<file path="src/rtl/roce_pkg.sv">
`timescale 1ns / 1ps
package roce_pkg;

  // Field widths of the input and result words.
  localparam int unsigned ActW   = 2;
  localparam int unsigned StartW = 32;
  localparam int unsigned WidthW = 31;
  localparam int unsigned SpaceW = 32;
  localparam int unsigned CharW  = 8;
  localparam int unsigned StatW  = 2;
  localparam int unsigned LrcW   = 5;

  // Action codes; the last one is unused and ignored.
  localparam logic [ActW-1:0] ACT_APPEND = 2'd0;
  localparam logic [ActW-1:0] ACT_CLEAR  = 2'd1;
  localparam logic [ActW-1:0] ACT_QUERY  = 2'd2;
  localparam logic [ActW-1:0] ACT_RSVD   = 2'd3;

  // Status codes.
  localparam logic [StatW-1:0] ST_OK    = 2'd0;
  localparam logic [StatW-1:0] ST_FULL  = 2'd1;
  localparam logic [StatW-1:0] ST_EMPTY = 2'd2;

  // Characters.
  localparam logic [CharW-1:0] CH_G     = 8'h67;
  localparam logic [CharW-1:0] CH_X     = 8'h58;
  localparam logic [CharW-1:0] CH_M     = 8'h6d;
  localparam logic [CharW-1:0] CH_A     = 8'h61;
  localparam logic [CharW-1:0] CH_COLON = 8'h3a;
  localparam logic [CharW-1:0] CH_GT    = 8'h3e;
  localparam logic [CharW-1:0] CH_LT    = 8'h3c;
  localparam logic [CharW-1:0] CH_ZERO  = 8'h30;
  localparam logic signed [7:0] CLS_MIN = -8'sd6;

  typedef enum logic [2:0] {
    S_IDLE,
    S_ERR,
    S_WALK,
    S_PREP,
    S_RD,
    S_OUT
  } state_e;

  // Overlap class letter of a query against one subject; ends are exclusive.
  function automatic logic [CharW-1:0] class_char(input logic signed [33:0] qs,
                                                  input logic signed [33:0] qe,
                                                  input logic signed [33:0] ss,
                                                  input logic signed [33:0] se);
    logic signed [7:0] c;
    if (qe < ss) c = CLS_MIN;
    else if (qe == ss) c = -8'sd5;
    else if (se < qs) c = 8'sd6;
    else if (se == qs) c = 8'sd5;
    else if (qs < ss) c = (qe < se) ? -8'sd4 : ((qe == se) ? -8'sd3 : -8'sd2);
    else if (qs == ss) c = (qe < se) ? -8'sd1 : ((qe == se) ? 8'sd0 : 8'sd1);
    else c = (qe < se) ? 8'sd2 : ((qe == se) ? 8'sd3 : 8'sd4);
    return CH_G + c;
  endfunction

  // Binary to three BCD digits by shift and add-three.
  function automatic logic [11:0] bin2bcd(input logic [8:0] v);
    logic [11:0] b;
    b = '0;
    for (int i = 8; i >= 0; i--) begin
      if (b[3:0] > 4'd4) b[3:0] = b[3:0] + 4'd3;
      if (b[7:4] > 4'd4) b[7:4] = b[7:4] + 4'd3;
      if (b[11:8] > 4'd4) b[11:8] = b[11:8] + 4'd3;
      b = {b[10:0], v[i]};
    end
    return b;
  endfunction

endpackage

</file>
<file path="src/rtl/roce_if.sv">
`timescale 1ns / 1ps
// Input word channel.
interface roce_in_if;
  logic                             valid;
  logic                             ready;
  logic [roce_pkg::ActW-1:0]        action;
  logic signed [roce_pkg::StartW-1:0] range_start;
  logic [roce_pkg::WidthW-1:0]      range_width;
  logic signed [roce_pkg::SpaceW-1:0] range_space;
  logic                             first_row;
  modport source (output valid, action, range_start, range_width, range_space, first_row,
                  input ready);
  modport sink (input valid, action, range_start, range_width, range_space, first_row,
                output ready);
endinterface

// Result word channel.
interface roce_out_if;
  logic                        valid;
  logic                        ready;
  logic [roce_pkg::CharW-1:0]  out_char;
  logic [roce_pkg::StatW-1:0]  status;
  logic                        last;
  modport source (output valid, out_char, status, last, input ready);
  modport sink (input valid, out_char, status, last, output ready);
endinterface

// Configuration write channel carrying sparse_mode.
interface roce_cfg_if;
  logic valid;
  logic ready;
  logic data;
  modport source (output valid, data, input ready);
  modport sink (input valid, data, output ready);
endinterface

</file>
<file path="src/rtl/range_overlap_code_encoder_core.sv">
`timescale 1ns / 1ps
// An append or clear is taken in the idle state; a full-table append or empty sparse query
// gives its status word through the error state and the output register.
// A query walks the N stored subjects, lays out the row in the prep state, then emits each
// of its L result words through a code memory read, then the output register.
// Items are handled one at a time.
// Reset is asynchronous active low: table empty, last column zero, sparse mode on.
module range_overlap_code_encoder_core #(
  parameter int unsigned MAX_SUBJECTS = 16
) (
  input  logic         clk_i,
  input  logic         rst_ni,
  roce_cfg_if.sink     cfg_i,
  roce_in_if.sink      in_i,
  roce_out_if.source   out_o
);

  localparam int unsigned AW  = (MAX_SUBJECTS > 1) ? $clog2(MAX_SUBJECTS) : 1;
  localparam int unsigned CW  = $clog2(MAX_SUBJECTS + 1);
  localparam int unsigned BUF = 2 * MAX_SUBJECTS + 8;
  localparam int unsigned PW  = $clog2(BUF + MAX_SUBJECTS + 40);
  localparam int unsigned EW  = roce_pkg::StartW + roce_pkg::WidthW + roce_pkg::SpaceW;

  roce_pkg::state_e state_q, state_d;

  logic            mode_q;
  logic [CW-1:0]   cnt_q;
  logic [roce_pkg::LrcW-1:0] lrc_q;

  // Query word.
  logic signed [33:0] qs_q, qe_q;
  logic [roce_pkg::SpaceW-1:0] qsp_q;
  logic            first_q;
  logic [CW-1:0]   n_q;
  logic [roce_pkg::StatW-1:0] err_q;

  // Walk over the subject table.
  logic [CW-1:0]   rd_idx_q;
  logic            cmp_vld_q;
  logic [AW-1:0]   cmp_idx_q;
  logic            found_q;
  logic [CW-1:0]   j1_q, j2_q;

  // Emission.
  logic [PW-1:0]   k_q, colon_q, pfx_q, total_q, base_q;
  logic            dec_q, neg_q;
  logic [1:0]      ndig_q;
  logic [11:0]     bcd_q;

  logic                      out_vld_q, out_last_q;
  logic [roce_pkg::CharW-1:0] out_char_q;
  logic [roce_pkg::StatW-1:0] out_stat_q;

  // Memories.
  logic [EW-1:0]             subj_mem [MAX_SUBJECTS];
  logic [EW-1:0]             subj_rd_q;
  logic [roce_pkg::CharW-1:0] code_mem [MAX_SUBJECTS];
  logic [roce_pkg::CharW-1:0] code_rd_q;

  logic in_acc, out_free, out_load;
  assign in_acc   = in_i.valid && in_i.ready;
  assign out_free = !out_vld_q || out_o.ready;
  assign out_load = (state_q == roce_pkg::S_ERR || state_q == roce_pkg::S_OUT) && out_free;

  // Compare stage: subject read back from the table.
  logic signed [33:0] ss, se;
  logic [roce_pkg::SpaceW-1:0] ssp;
  logic [roce_pkg::CharW-1:0]  cmp_char;
  always_comb begin
    ss  = {{2{subj_rd_q[EW-1]}}, subj_rd_q[EW-1 -: roce_pkg::StartW]};
    se  = ss + $signed({3'b000, subj_rd_q[roce_pkg::SpaceW +: roce_pkg::WidthW]});
    ssp = subj_rd_q[roce_pkg::SpaceW-1:0];
    if (qsp_q == '1 || ssp == '1 || qsp_q != ssp) cmp_char = roce_pkg::CH_X;
    else cmp_char = roce_pkg::class_char(qs_q, qe_q, ss, se);
  end

  // Row layout, worked out once after the walk.
  logic [PW-1:0] j1w, j2w, nw, colon_w, pre_w, ncode_w, sum_w, base_w;
  logic [PW-1:0] lrc_eff;
  logic signed [PW:0] shift_w;
  logic [11:0]   bcd_w;
  logic [1:0]    ndig_w;
  always_comb begin
    j1w     = PW'(j1_q);
    j2w     = PW'(j2_q);
    nw      = PW'(n_q);
    lrc_eff = first_q ? '0 : PW'(lrc_q);
    bcd_w   = roce_pkg::bin2bcd(9'(j1_q));
    ndig_w  = (bcd_w[11:8] != 4'd0) ? 2'd3 : ((bcd_w[7:4] != 4'd0) ? 2'd2 : 2'd1);
    shift_w = $signed({1'b0, j1w}) - $signed({1'b0, lrc_eff}) - $signed((PW+1)'(1));
    if (mode_q) begin
      colon_w = first_q ? '0 : PW'(1);
      if (lrc_eff == '0) pre_w = PW'(ndig_w);
      else if (shift_w < 0) pre_w = PW'(-shift_w);
      else pre_w = PW'(shift_w);
      ncode_w = j2w - j1w + PW'(1);
      base_w  = j1w - PW'(1);
    end else begin
      colon_w = '0;
      pre_w   = '0;
      ncode_w = nw;
      base_w  = '0;
    end
    sum_w = colon_w + pre_w + ncode_w;
  end

  // Next state.
  always_comb begin
    state_d = state_q;
    case (state_q)
      roce_pkg::S_IDLE: begin
        if (in_acc) begin
          if (in_i.action == roce_pkg::ACT_APPEND) begin
            if (cnt_q >= CW'(MAX_SUBJECTS)) state_d = roce_pkg::S_ERR;
          end else if (in_i.action == roce_pkg::ACT_QUERY) begin
            if (cnt_q != '0) state_d = roce_pkg::S_WALK;
            else if (mode_q) state_d = roce_pkg::S_ERR;
          end
        end
      end
      roce_pkg::S_ERR:  if (out_free) state_d = roce_pkg::S_IDLE;
      roce_pkg::S_WALK: if (rd_idx_q == n_q && !cmp_vld_q) state_d = roce_pkg::S_PREP;
      roce_pkg::S_PREP: state_d = roce_pkg::S_RD;
      roce_pkg::S_RD:   state_d = roce_pkg::S_OUT;
      roce_pkg::S_OUT: begin
        if (out_free) state_d = (k_q == total_q - PW'(1)) ? roce_pkg::S_IDLE : roce_pkg::S_RD;
      end
      default: state_d = roce_pkg::S_IDLE;
    endcase
  end

  // Handshake outputs.
  always_comb begin
    in_i.ready  = (state_q == roce_pkg::S_IDLE);
    cfg_i.ready = 1'b1;
  end
  assign out_o.valid    = out_vld_q;
  assign out_o.out_char = out_char_q;
  assign out_o.status   = out_stat_q;
  assign out_o.last     = out_last_q;

  // Character at the current emission position.
  logic [roce_pkg::CharW-1:0] emit_char;
  logic [PW-1:0] dpos;
  logic [1:0]    dsel;
  always_comb begin
    dpos = k_q - colon_q;
    dsel = ndig_q - 2'd1 - dpos[1:0];
    if (k_q < colon_q) emit_char = roce_pkg::CH_COLON;
    else if (k_q < pfx_q) begin
      if (dec_q) begin
        case (dsel)
          2'd2:    emit_char = roce_pkg::CH_ZERO + {4'd0, bcd_q[11:8]};
          2'd1:    emit_char = roce_pkg::CH_ZERO + {4'd0, bcd_q[7:4]};
          default: emit_char = roce_pkg::CH_ZERO + {4'd0, bcd_q[3:0]};
        endcase
      end else emit_char = neg_q ? roce_pkg::CH_LT : roce_pkg::CH_GT;
    end else emit_char = code_rd_q;
  end

  logic [PW-1:0] code_addr;
  assign code_addr = base_q + k_q - pfx_q;

  // Subject table memory.
  always_ff @(posedge clk_i) begin
    if (in_acc && in_i.action == roce_pkg::ACT_APPEND && cnt_q < CW'(MAX_SUBJECTS))
      subj_mem[AW'(cnt_q)] <= {in_i.range_start, in_i.range_width, in_i.range_space};
    subj_rd_q <= subj_mem[AW'(rd_idx_q)];
  end

  // Code row memory.
  always_ff @(posedge clk_i) begin
    if (cmp_vld_q) code_mem[cmp_idx_q] <= cmp_char;
    code_rd_q <= code_mem[code_addr[AW-1:0]];
  end

  // Control and datapath registers.
  always_ff @(posedge clk_i or negedge rst_ni) begin
    if (!rst_ni) begin
      state_q   <= roce_pkg::S_IDLE;
      mode_q    <= 1'b1;
      cnt_q     <= '0;
      lrc_q     <= '0;
      out_vld_q <= 1'b0;
      cmp_vld_q <= 1'b0;
      rd_idx_q  <= '0;
      found_q   <= 1'b0;
      k_q       <= '0;
    end else begin
      state_q <= state_d;
      if (cfg_i.valid && cfg_i.ready) mode_q <= cfg_i.data;
      if (out_load) out_vld_q <= 1'b1;
      else if (out_o.ready) out_vld_q <= 1'b0;

      case (state_q)
        roce_pkg::S_IDLE: begin
          if (in_acc) begin
            qs_q     <= {{2{in_i.range_start[31]}}, in_i.range_start};
            qe_q     <= {{2{in_i.range_start[31]}}, in_i.range_start}
                        + $signed({3'b000, in_i.range_width});
            qsp_q    <= in_i.range_space;
            first_q  <= in_i.first_row;
            n_q      <= cnt_q;
            rd_idx_q <= '0;
            found_q  <= 1'b0;
            err_q    <= (in_i.action == roce_pkg::ACT_APPEND) ? roce_pkg::ST_FULL
                                                               : roce_pkg::ST_EMPTY;
            if (in_i.action == roce_pkg::ACT_APPEND && cnt_q < CW'(MAX_SUBJECTS))
              cnt_q <= cnt_q + CW'(1);
            if (in_i.action == roce_pkg::ACT_CLEAR) cnt_q <= '0;
          end
        end
        roce_pkg::S_ERR: begin
          if (out_free) begin
            out_char_q <= '0;
            out_stat_q <= err_q;
            out_last_q <= 1'b1;
          end
        end
        roce_pkg::S_WALK: begin
          cmp_vld_q <= (rd_idx_q != n_q);
          cmp_idx_q <= AW'(rd_idx_q);
          if (rd_idx_q != n_q) rd_idx_q <= rd_idx_q + CW'(1);
          if (cmp_vld_q) begin
            if (!found_q) begin
              if (cmp_char != roce_pkg::CH_M) begin
                found_q <= 1'b1;
                j1_q    <= CW'(cmp_idx_q) + CW'(1);
                j2_q    <= CW'(cmp_idx_q) + CW'(1);
              end
            end else if (cmp_char != roce_pkg::CH_A) begin
              j2_q <= CW'(cmp_idx_q) + CW'(1);
            end
          end else if (rd_idx_q == n_q && !found_q) begin
            j1_q <= n_q;
            j2_q <= n_q;
          end
        end
        roce_pkg::S_PREP: begin
          colon_q <= colon_w;
          pfx_q   <= colon_w + pre_w;
          total_q <= (sum_w > PW'(BUF)) ? PW'(BUF) : sum_w;
          base_q  <= base_w;
          dec_q   <= (lrc_eff == '0);
          neg_q   <= (shift_w < 0);
          ndig_q  <= ndig_w;
          bcd_q   <= bcd_w;
          k_q     <= '0;
          if (mode_q) lrc_q <= j2w[roce_pkg::LrcW-1:0];
        end
        roce_pkg::S_OUT: begin
          if (out_free) begin
            out_char_q <= emit_char;
            out_stat_q <= roce_pkg::ST_OK;
            out_last_q <= (k_q == total_q - PW'(1));
            k_q        <= k_q + PW'(1);
          end
        end
        default: ;
      endcase
    end
  end

`ifndef ASSERT_OFF
  a_cnt_bound: assert property (@(posedge clk_i) disable iff (!rst_ni)
    cnt_q <= CW'(MAX_SUBJECTS)) else $error("subject count above table depth");
  a_cmp_in_walk: assert property (@(posedge clk_i) disable iff (!rst_ni)
    cmp_vld_q |-> state_q == roce_pkg::S_WALK) else $error("compare outside walk");
  a_err_last: assert property (@(posedge clk_i) disable iff (!rst_ni)
    out_vld_q && out_stat_q != roce_pkg::ST_OK |-> out_last_q)
    else $error("status word not marked last");
  a_emit_bound: assert property (@(posedge clk_i) disable iff (!rst_ni)
    state_q == roce_pkg::S_OUT |-> k_q < total_q) else $error("emission past row end");
`endif

endmodule

</file>
<file path="src/flat_wrapper.sv">
// flat-port wrapper written by rule: the top's interface ports become plain ports
module range_overlap_code_encoder_core_flat 
#(
  parameter int unsigned MAX_SUBJECTS = 16
)
  (clk_i, rst_ni, cfg_i_valid, cfg_i_data, cfg_i_ready, in_i_valid, in_i_action, in_i_range_start, in_i_range_width, in_i_range_space, in_i_first_row, in_i_ready, out_o_valid, out_o_out_char, out_o_status, out_o_last, out_o_ready);
  roce_cfg_if cfg_i_i ();
  roce_in_if in_i_i ();
  roce_out_if out_o_i ();
  input  logic clk_i;
  input  logic rst_ni;
  input wire logic [$bits(cfg_i_i.valid)-1:0] cfg_i_valid;
  input wire logic [$bits(cfg_i_i.data)-1:0] cfg_i_data;
  output wire logic [$bits(cfg_i_i.ready)-1:0] cfg_i_ready;
  input wire logic [$bits(in_i_i.valid)-1:0] in_i_valid;
  input wire logic [$bits(in_i_i.action)-1:0] in_i_action;
  input wire logic [$bits(in_i_i.range_start)-1:0] in_i_range_start;
  input wire logic [$bits(in_i_i.range_width)-1:0] in_i_range_width;
  input wire logic [$bits(in_i_i.range_space)-1:0] in_i_range_space;
  input wire logic [$bits(in_i_i.first_row)-1:0] in_i_first_row;
  output wire logic [$bits(in_i_i.ready)-1:0] in_i_ready;
  output wire logic [$bits(out_o_i.valid)-1:0] out_o_valid;
  output wire logic [$bits(out_o_i.out_char)-1:0] out_o_out_char;
  output wire logic [$bits(out_o_i.status)-1:0] out_o_status;
  output wire logic [$bits(out_o_i.last)-1:0] out_o_last;
  input wire logic [$bits(out_o_i.ready)-1:0] out_o_ready;
  assign cfg_i_i.valid = cfg_i_valid;
  assign cfg_i_i.data = cfg_i_data;
  assign cfg_i_ready = cfg_i_i.ready;
  assign in_i_i.valid = in_i_valid;
  assign in_i_i.action = in_i_action;
  assign in_i_i.range_start = in_i_range_start;
  assign in_i_i.range_width = in_i_range_width;
  assign in_i_i.range_space = in_i_range_space;
  assign in_i_i.first_row = in_i_first_row;
  assign in_i_ready = in_i_i.ready;
  assign out_o_valid = out_o_i.valid;
  assign out_o_out_char = out_o_i.out_char;
  assign out_o_status = out_o_i.status;
  assign out_o_last = out_o_i.last;
  assign out_o_i.ready = out_o_ready;
  range_overlap_code_encoder_core #(.MAX_SUBJECTS(MAX_SUBJECTS)) u_core (.clk_i(clk_i), .rst_ni(rst_ni), .cfg_i(cfg_i_i), .in_i(in_i_i), .out_o(out_o_i));
endmodule
</file>
<file path="config.mk">
export PLATFORM = sky130hd
export DESIGN_NAME = range_overlap_code_encoder_core_flat
export DESIGN_NICKNAME = d
export VERILOG_FILES = /design/src/rtl/roce_pkg.sv /design/src/rtl/roce_if.sv /design/src/rtl/range_overlap_code_encoder_core.sv /design/src/flat_wrapper.sv
export SDC_FILE = /design/constraint.sdc
export NUM_CORES = 2
export LEC_CHECK = 0
export BUFFER_PORTS_ARGS = -buffer_cell sky130_fd_sc_hd__buf_2
export CORE_ASPECT_RATIO = 1.1
export CORE_UTILIZATION = 41
export DETAILED_ROUTE_END_ITERATION = 8
export PLACE_DENSITY = 0.54
export SLEW_MARGIN = 10
export SYNTH_ARGS = -nofsm -noshare
export SYNTH_HDL_FRONTEND = slang
export SYNTH_SLANG_ARGS = --single-unit
</file>
<file path="constraint.sdc">
create_clock -name clk_i -period 13.54 [get_ports clk_i]
set_input_delay 0 -clock clk_i [delete_from_list [all_inputs] [get_ports clk_i]]
set_output_delay 0 -clock clk_i [all_outputs]
set_load 0.02 [all_outputs]
</file>
== Yosys cells after proc, flatten, opt, wreduce, memory -nomap -nowiden ==
Memory sizes are Yosys's and may differ from the RTL's. A register that Yosys moved wholly into a read port is not among the register bits.
Cells that the tools add are included.
W data, S select, Z words.
Cells by class
  add/subtract/negate cells: 25
  magnitude comparators: 12
  equal/unequal tests: 34
  mux-type cells: 75
  reduce and logical (&&, ||, !) cells: 37
Operator list (number)
  $mux W8: 16
  $add A32 B32 Y33: 2
  $eq A32 B32 Y1 const B: 2
  $mux W5: 12
  $mux W7: 6
  $eq A34 B32 Y1: 1
  $eq A34 B33 Y1: 1
  $lt A34 B32 Y1: 1
  $lt A34 B33 Y1: 1
  $eq A33 B32 Y1: 1
  $lt A33 B32 Y1: 1
  $mux W3: 11
  $eq A32 B32 Y1: 1
  $lt A32 B32 Y1: 1
  $ne A32 B32 Y1: 1
  $pmux W8 S2: 2
  $pmux W3 S6: 1
  $ne A8 B7 Y1 const B: 2
  $add A7 B1 Y7 const B: 2
  $add A7 B7 Y7: 2
  $lt A7 B7 Y1: 2
  $mux W1: 14
  $pmux W7 S2: 1
  $reduce_bool A2 Y1: 7
  51 further kinds: 92
Storage, ports and cells
  bits in registers: 195
  memory bits (writable): 1648
  input bits: 104
  output and inout port bits: 14
  logic and storage cells: 214
  memories: 2
Memory list
  u_core.subj_mem: words 16, width 95, rd ports 1, clocked after Yosys merged registers in 1, write ports 1, line range_overlap_code_encoder_core.sv:55  | logic [EW-1:0] subj_mem [MAX_SUBJECTS];
  u_core.code_mem: words 16, width 8, rd ports 1, clocked after Yosys merged registers in 1, write ports 1, line range_overlap_code_encoder_core.sv:57  | logic [roce_pkg::CharW-1:0] code_mem [MAX_SUBJECTS];

== Longest topological paths before layout ==
  depth in word-level cells: 18
  mapped depth: 31
  depth with buffers taken out: 31

== Worst setup path before layout ==
No wires, ideal clock.
  kind: register to register
  start point: register u_core.state_q[0]
  end point: memory u_core.subj_mem[2][0] (netlist name), enable pin
  library setup time: 665 ps
  data arrival time: 7961 ps
  required time: 12875 ps
  slack: 4914 ps
  stages on the path, launching flop included: 7
  buffers on the path: 1
  clock period less this slack: 8626 ps
  cell sequence: dfrtp_1 clkbuf_1 nor2_1 nand2_1 nor4_1 nand2_1 nor3_1
On the way
  longest elaborated chain between the ends: 6
RTL lines
  start, declared: line range_overlap_code_encoder_core.sv:24  | roce_pkg::state_e state_q, state_d;
  start signal, assigned: line range_overlap_code_encoder_core.sv:180  | state_q <= roce_pkg::S_IDLE;
  start signal, assigned: line range_overlap_code_encoder_core.sv:190  | state_q <= state_d;
  $logic_not A3 Y1: line range_overlap_code_encoder_core.sv:134  | in_i.ready = (state_q == roce_pkg::S_IDLE);
  $logic_and A1 B1 Y1: line range_overlap_code_encoder_core.sv:61  | assign in_acc = in_i.valid && in_i.ready;
  $logic_and A1 B1 Y1 (2 in a row): line range_overlap_code_encoder_core.sv:166  | if (in_acc && in_i.action == roce_pkg::ACT_APPEND && cnt_q < CW'(MAX_SUBJECTS))
  $mux W1: line range_overlap_code_encoder_core.sv:166
  $mux W1 (not written as such): line range_overlap_code_encoder_core.sv:167  | subj_mem[AW'(cnt_q)] <= {in_i.range_start, in_i.range_width, in_i.range_space};
  end, declared: line range_overlap_code_encoder_core.sv:55
Every way passes these cells.

== Final worst setup path ==
  start point: register u_core.subj_rd_q[63], read port of u_core.subj_mem
  end point: register u_core.j2_q[3], enable pin
On the way
  longest elaborated chain between the ends: 16
  elaborated cells on any way between the ends: 29
  those cells by class: add/sub (2); order compare (4); eq/ne (8); mux (14); reduce/logical (1)
RTL lines
  start, declared: line range_overlap_code_encoder_core.sv:56  | logic [EW-1:0] subj_rd_q;
  branches (longest 9 deep; another with $lt A34 B33 Y1)
  $mux W8 *: line roce_pkg.sv:50  | if (qe < ss) c = CLS_MIN;
  $mux W8 *: line range_overlap_code_encoder_core.sv:73  | if (qsp_q == '1 || ssp == '1 || qsp_q != ssp) cmp_char = roce_pkg::CH_X;
  $add A7 B8 Y8 *: line roce_pkg.sv:57  | return CH_G + c;
  $mux W8 *: line range_overlap_code_encoder_core.sv:73
  $ne A8 B7 Y1 (on tied branches): line range_overlap_code_encoder_core.sv:226, range_overlap_code_encoder_core.sv:231
  $ne A3 B3 Y1 (no source line)
  $reduce_and A5 Y1 (no source line) *
  end signal, assigned: line range_overlap_code_encoder_core.sv:229  | j2_q <= CW'(cmp_idx_q) + CW'(1);
  end signal, assigned: line range_overlap_code_encoder_core.sv:232  | j2_q <= CW'(cmp_idx_q) + CW'(1);
  end signal, assigned: line range_overlap_code_encoder_core.sv:236  | j2_q <= n_q;
  end, declared: line range_overlap_code_encoder_core.sv:42  | logic [CW-1:0] j1_q, j2_q;
Mark *: on every way between the ends. The select of a mux whose other input is x is not followed.
A chain may end at the register's enable or synchronous reset.

==> impl_metrics.toml <==
[placement]
hpwl_mm = 108
dpl_cell_area_mm2 = 0.0822
dp_cells = 6595
gp_congestion = 0.844
port-buffer-count = 116

[final_layout]
stdcell_area_mm2 = 0.0900
final_cells = 7079
fin_nets = 4722
drive_gt1_frac = 0.229
syn_to_final_growth_pct = 15.0

[timing]
finalCriticalPeriod_ps = 7470
maxSlewViolCount = 0
tightest_slew_ps = 1150
maxClockFrequency_mhz = 134
setup_tns_ps = 0
rsz0062_at_grt = "false"
hold_viol = 0
setup_violations = 0
fin_crit_sh = 0.552
max-slew-margin-rel = 0.231
skew_ps = 43.5

[clock_tree]
clk_pin_slew_worst_paths_ps = 60
clk_path_buf_depth = 3
cts_num_sinks = 1905
post_cts_buffers = 0
root_buffer = "clkbuf_16"
clkLatencyLatePin_ps = 860
h-tree-depth = 4
cts_buffers = 196
cts-resized-gates = 0
tritoncts = "yes"

[synth]
synth_top_area_frac = 0.681
ys_ff_latch = 1905
yosysSeqAreaShare = 0.716
synth_edf_count = 1775
yosysTopAreaCell = "edfxtp_1"
ys_warn_count = 0
yosysUniqueCellTypes = 78
synth_ff_type = "edfxtp_1"
ys_async_sr_fraction = 0.0152
synth_area_leaders = "edfxtp_1, mux4_2, ha_1"
syn_area_mm2 = 0.0783
syn_avg_cell_area_um2 = 19.5
synthCells = 4015

[floorplanning]
io-pin-count = 118
die_h_um = 460
rows = 167
start_util = 0.414
die_w_um = 419
design.die.area_mm2 = 0.193
core-area_mm2 = 0.189

[min_path]
hold_start = "in_i_range_space[24]"
hold_path_class = "input port to flip-flop"

[worst_setup_path]
regToRegStartpoint = "u_core.subj_rd_q[63]"
crit_buf_inv = 1
path_class = "flip-flop to flip-flop"
critPathSlowestCell = "a31oi_1"
required_ps = 13990
end_kind = "flip-flop"
cpMostUsedCell = "ha_1"
arrival_ps = 7910
start_kind = "flip-flop"
crit_fanout = 6
r2r_setup_slack_ps = 6070
critPathLaunch = "u_core.subj_rd_q[63]"
critPathTopFamily = "compound AO/OA/AOI/OAI gates"
slowest_delay_ps = 600

[outcome]
outcome = "finished, final reports clean"

[routing]
via_per_inst = 5.51
wirelength_mm = 191
drtIter0Drc = 3161
avgRoutedWirePerCell_um = 27.0
dr.pass1.iters = 5
ant_nets = 0
drc_errors = 0
vias = 39034

[power]
leakagePower_uw = 0.0298
power_density_mw_per_mm2 = 193
peakVddDrop_v = 0.000146

[flow_run]
cap_violations = 0

[global_route]
grt_pass1_wl_mm = 280
grt_overflow = 0
first_global_vias = 40541
antenna_found_initial = 13
grt_max_degree = 96
grt_usage = 0.201
## cell families after synthesis
group,after synthesis,share of synthesized area
adder cells (fa/ha/maj),251,0.0410
other,2,0.0000960
XOR/XNOR,155,0.0173
AO/OA/AOI/OAI,372,0.0310
buffers and inverters,319,0.0154
multiplexers,528,0.148
AND/OR/NAND/NOR,483,0.0311
flip-flops,1905,0.716
## final timing paths
check / cells past startpoint / end
setup / recovery: 31 / u_core.j2_q[3]
hold / removal: 2 / u_core.subj_mem[9][24]
setup reg to reg: 31 / u_core.j2_q[3]
hold reg to reg: 2 / u_core.lrc_q[0]
max in group asynchronous: 4 / u_core.rd_idx_q[0]
min in group asynchronous: 4 / u_core.k_q[0]
## cell usage after synthesis, types with 4 or more instances
cell type,count
nand2b_1,26
nor4_1,18
nor2_1,111
o21ai_0,61
xnor2_1,101
a31o_2,4
o21a_1,13
nand3b_1,5
dfxtp_1,101
nand3_1,41
dfrtp_1,28
nor2b_1,25
mux4_2,499
a21o_1,64
nand4_1,54
a31oi_1,7
ha_1,242
mux2i_1,11
and2_1,12
o22ai_1,5
and3_1,14
o211ai_1,17
o31ai_1,4
mux2_2,16
nor3b_1,6
or3_1,6
nand2_1,106
buf_1,35
inv_1,187
fa_1,9
o21bai_1,13
a21boi_0,5
a21oi_1,120
edfxtp_1,1775
or2_2,7
o2111ai_1,6
nor3_1,41
a211oi_1,11
xor2_1,54
clkbuf_1,95
a211o_1,4
## layer usage
metal  GRT usage  vias to the layer above  wire [µm]
li1            -                    17044          -
met1       0.283                    20841      85600
met2       0.328                      909      93000
met3      0.0320                      230       8930
met4      0.0495                       10       3670
met5           0                        -         60
## area by class of cell
type / count / area (µm²)
Tap cell: 2535 / 3170
Antenna cell: 9 / 22.5
Timing Repair Buffer: 285 / 2210
Clock buffer: 244 / 5210
Inverter: 187 / 702
Clock inverter: 122 / 1500
Multi-Input combinational cell: 1792 / 21100
Fill cell: 15947 / 98900
Sequential cell: 1905 / 56100
## layout by cell type (no fill, tap or decap), types with 64 or more instances in the layout
cell type	count
xnor2_1	101
buf_2	116
mux4_2	499
dlygate4sd3_1	109
nor2_1	99
clkbuf_16	197
nand2_1	106
inv_1	187
a21oi_1	120
dfxtp_1	101
edfxtp_1	1775
ha_1	242
a21o_1	64
## what timing repair did
item | CTS | global route
setup endpoints to repair | 0 | 0
hold buffers | 109 | 0
endpoints found under the hold margin | 1668 | 0
## flip-flops by register name, summed over array words and instances (netlist names), 5 cells and up
signal / flops
u_core.out_o.out_char: 8
u_core.code_rd_q: 6
u_core.k_q: 7
u_core.n_q: 5
u_core.lrc_q: 5
u_core.subj_rd_q: 95
u_core.bcd_q: 6
u_core.rd_idx_q: 5
u_core.j2_q: 5
u_core.qs_q: 32
u_core.qe_q: 33
u_core.subj_mem: 1520
u_core.code_mem: 96
u_core.qsp_q: 32
u_core.pfx_q: 7
u_core.total_q: 7
u_core.j1_q: 5
u_core.cnt_q: 5
## stage by stage
step / utilization / hold slack (ps) / power [µW] / setup slack, ps
floorplan: - / -296 / 10600 / 4910
global placement: 0.435 / 105 / 12000 / 6260
detailed placement: 0.435 / 103 / 12000 / 6150
CTS: 0.476 / 11.0 / 17600 / 6070
global route: 0.476 / 64.2 / 18300 / 5640
finish: 0.476 / 88.1 / 17400 / 6070
## worst register-to-register path, delay by kind of cell, from the launching register on
family / cells / cell delay [ps]
AOI/OAI and AO/OA: 14 / 3500
xor gates and xnor gates: 1 / 100
adders and majority gates: 4 / 1330
buffers and inverters: 1 / 60
DFF: 1 / 340
muxes: 1 / 280
and+or+nand+nor: 10 / 1460
## where the power goes
part           internal, µW  leakage, µW  switching (µW)
sequential             6750       0.0172             250
clock                  3250      0.00324            2330
combinational          2220      0.00929            2580
total                 12200       0.0298            5160
No activity file was read; power rests on OpenSTA's default activity.
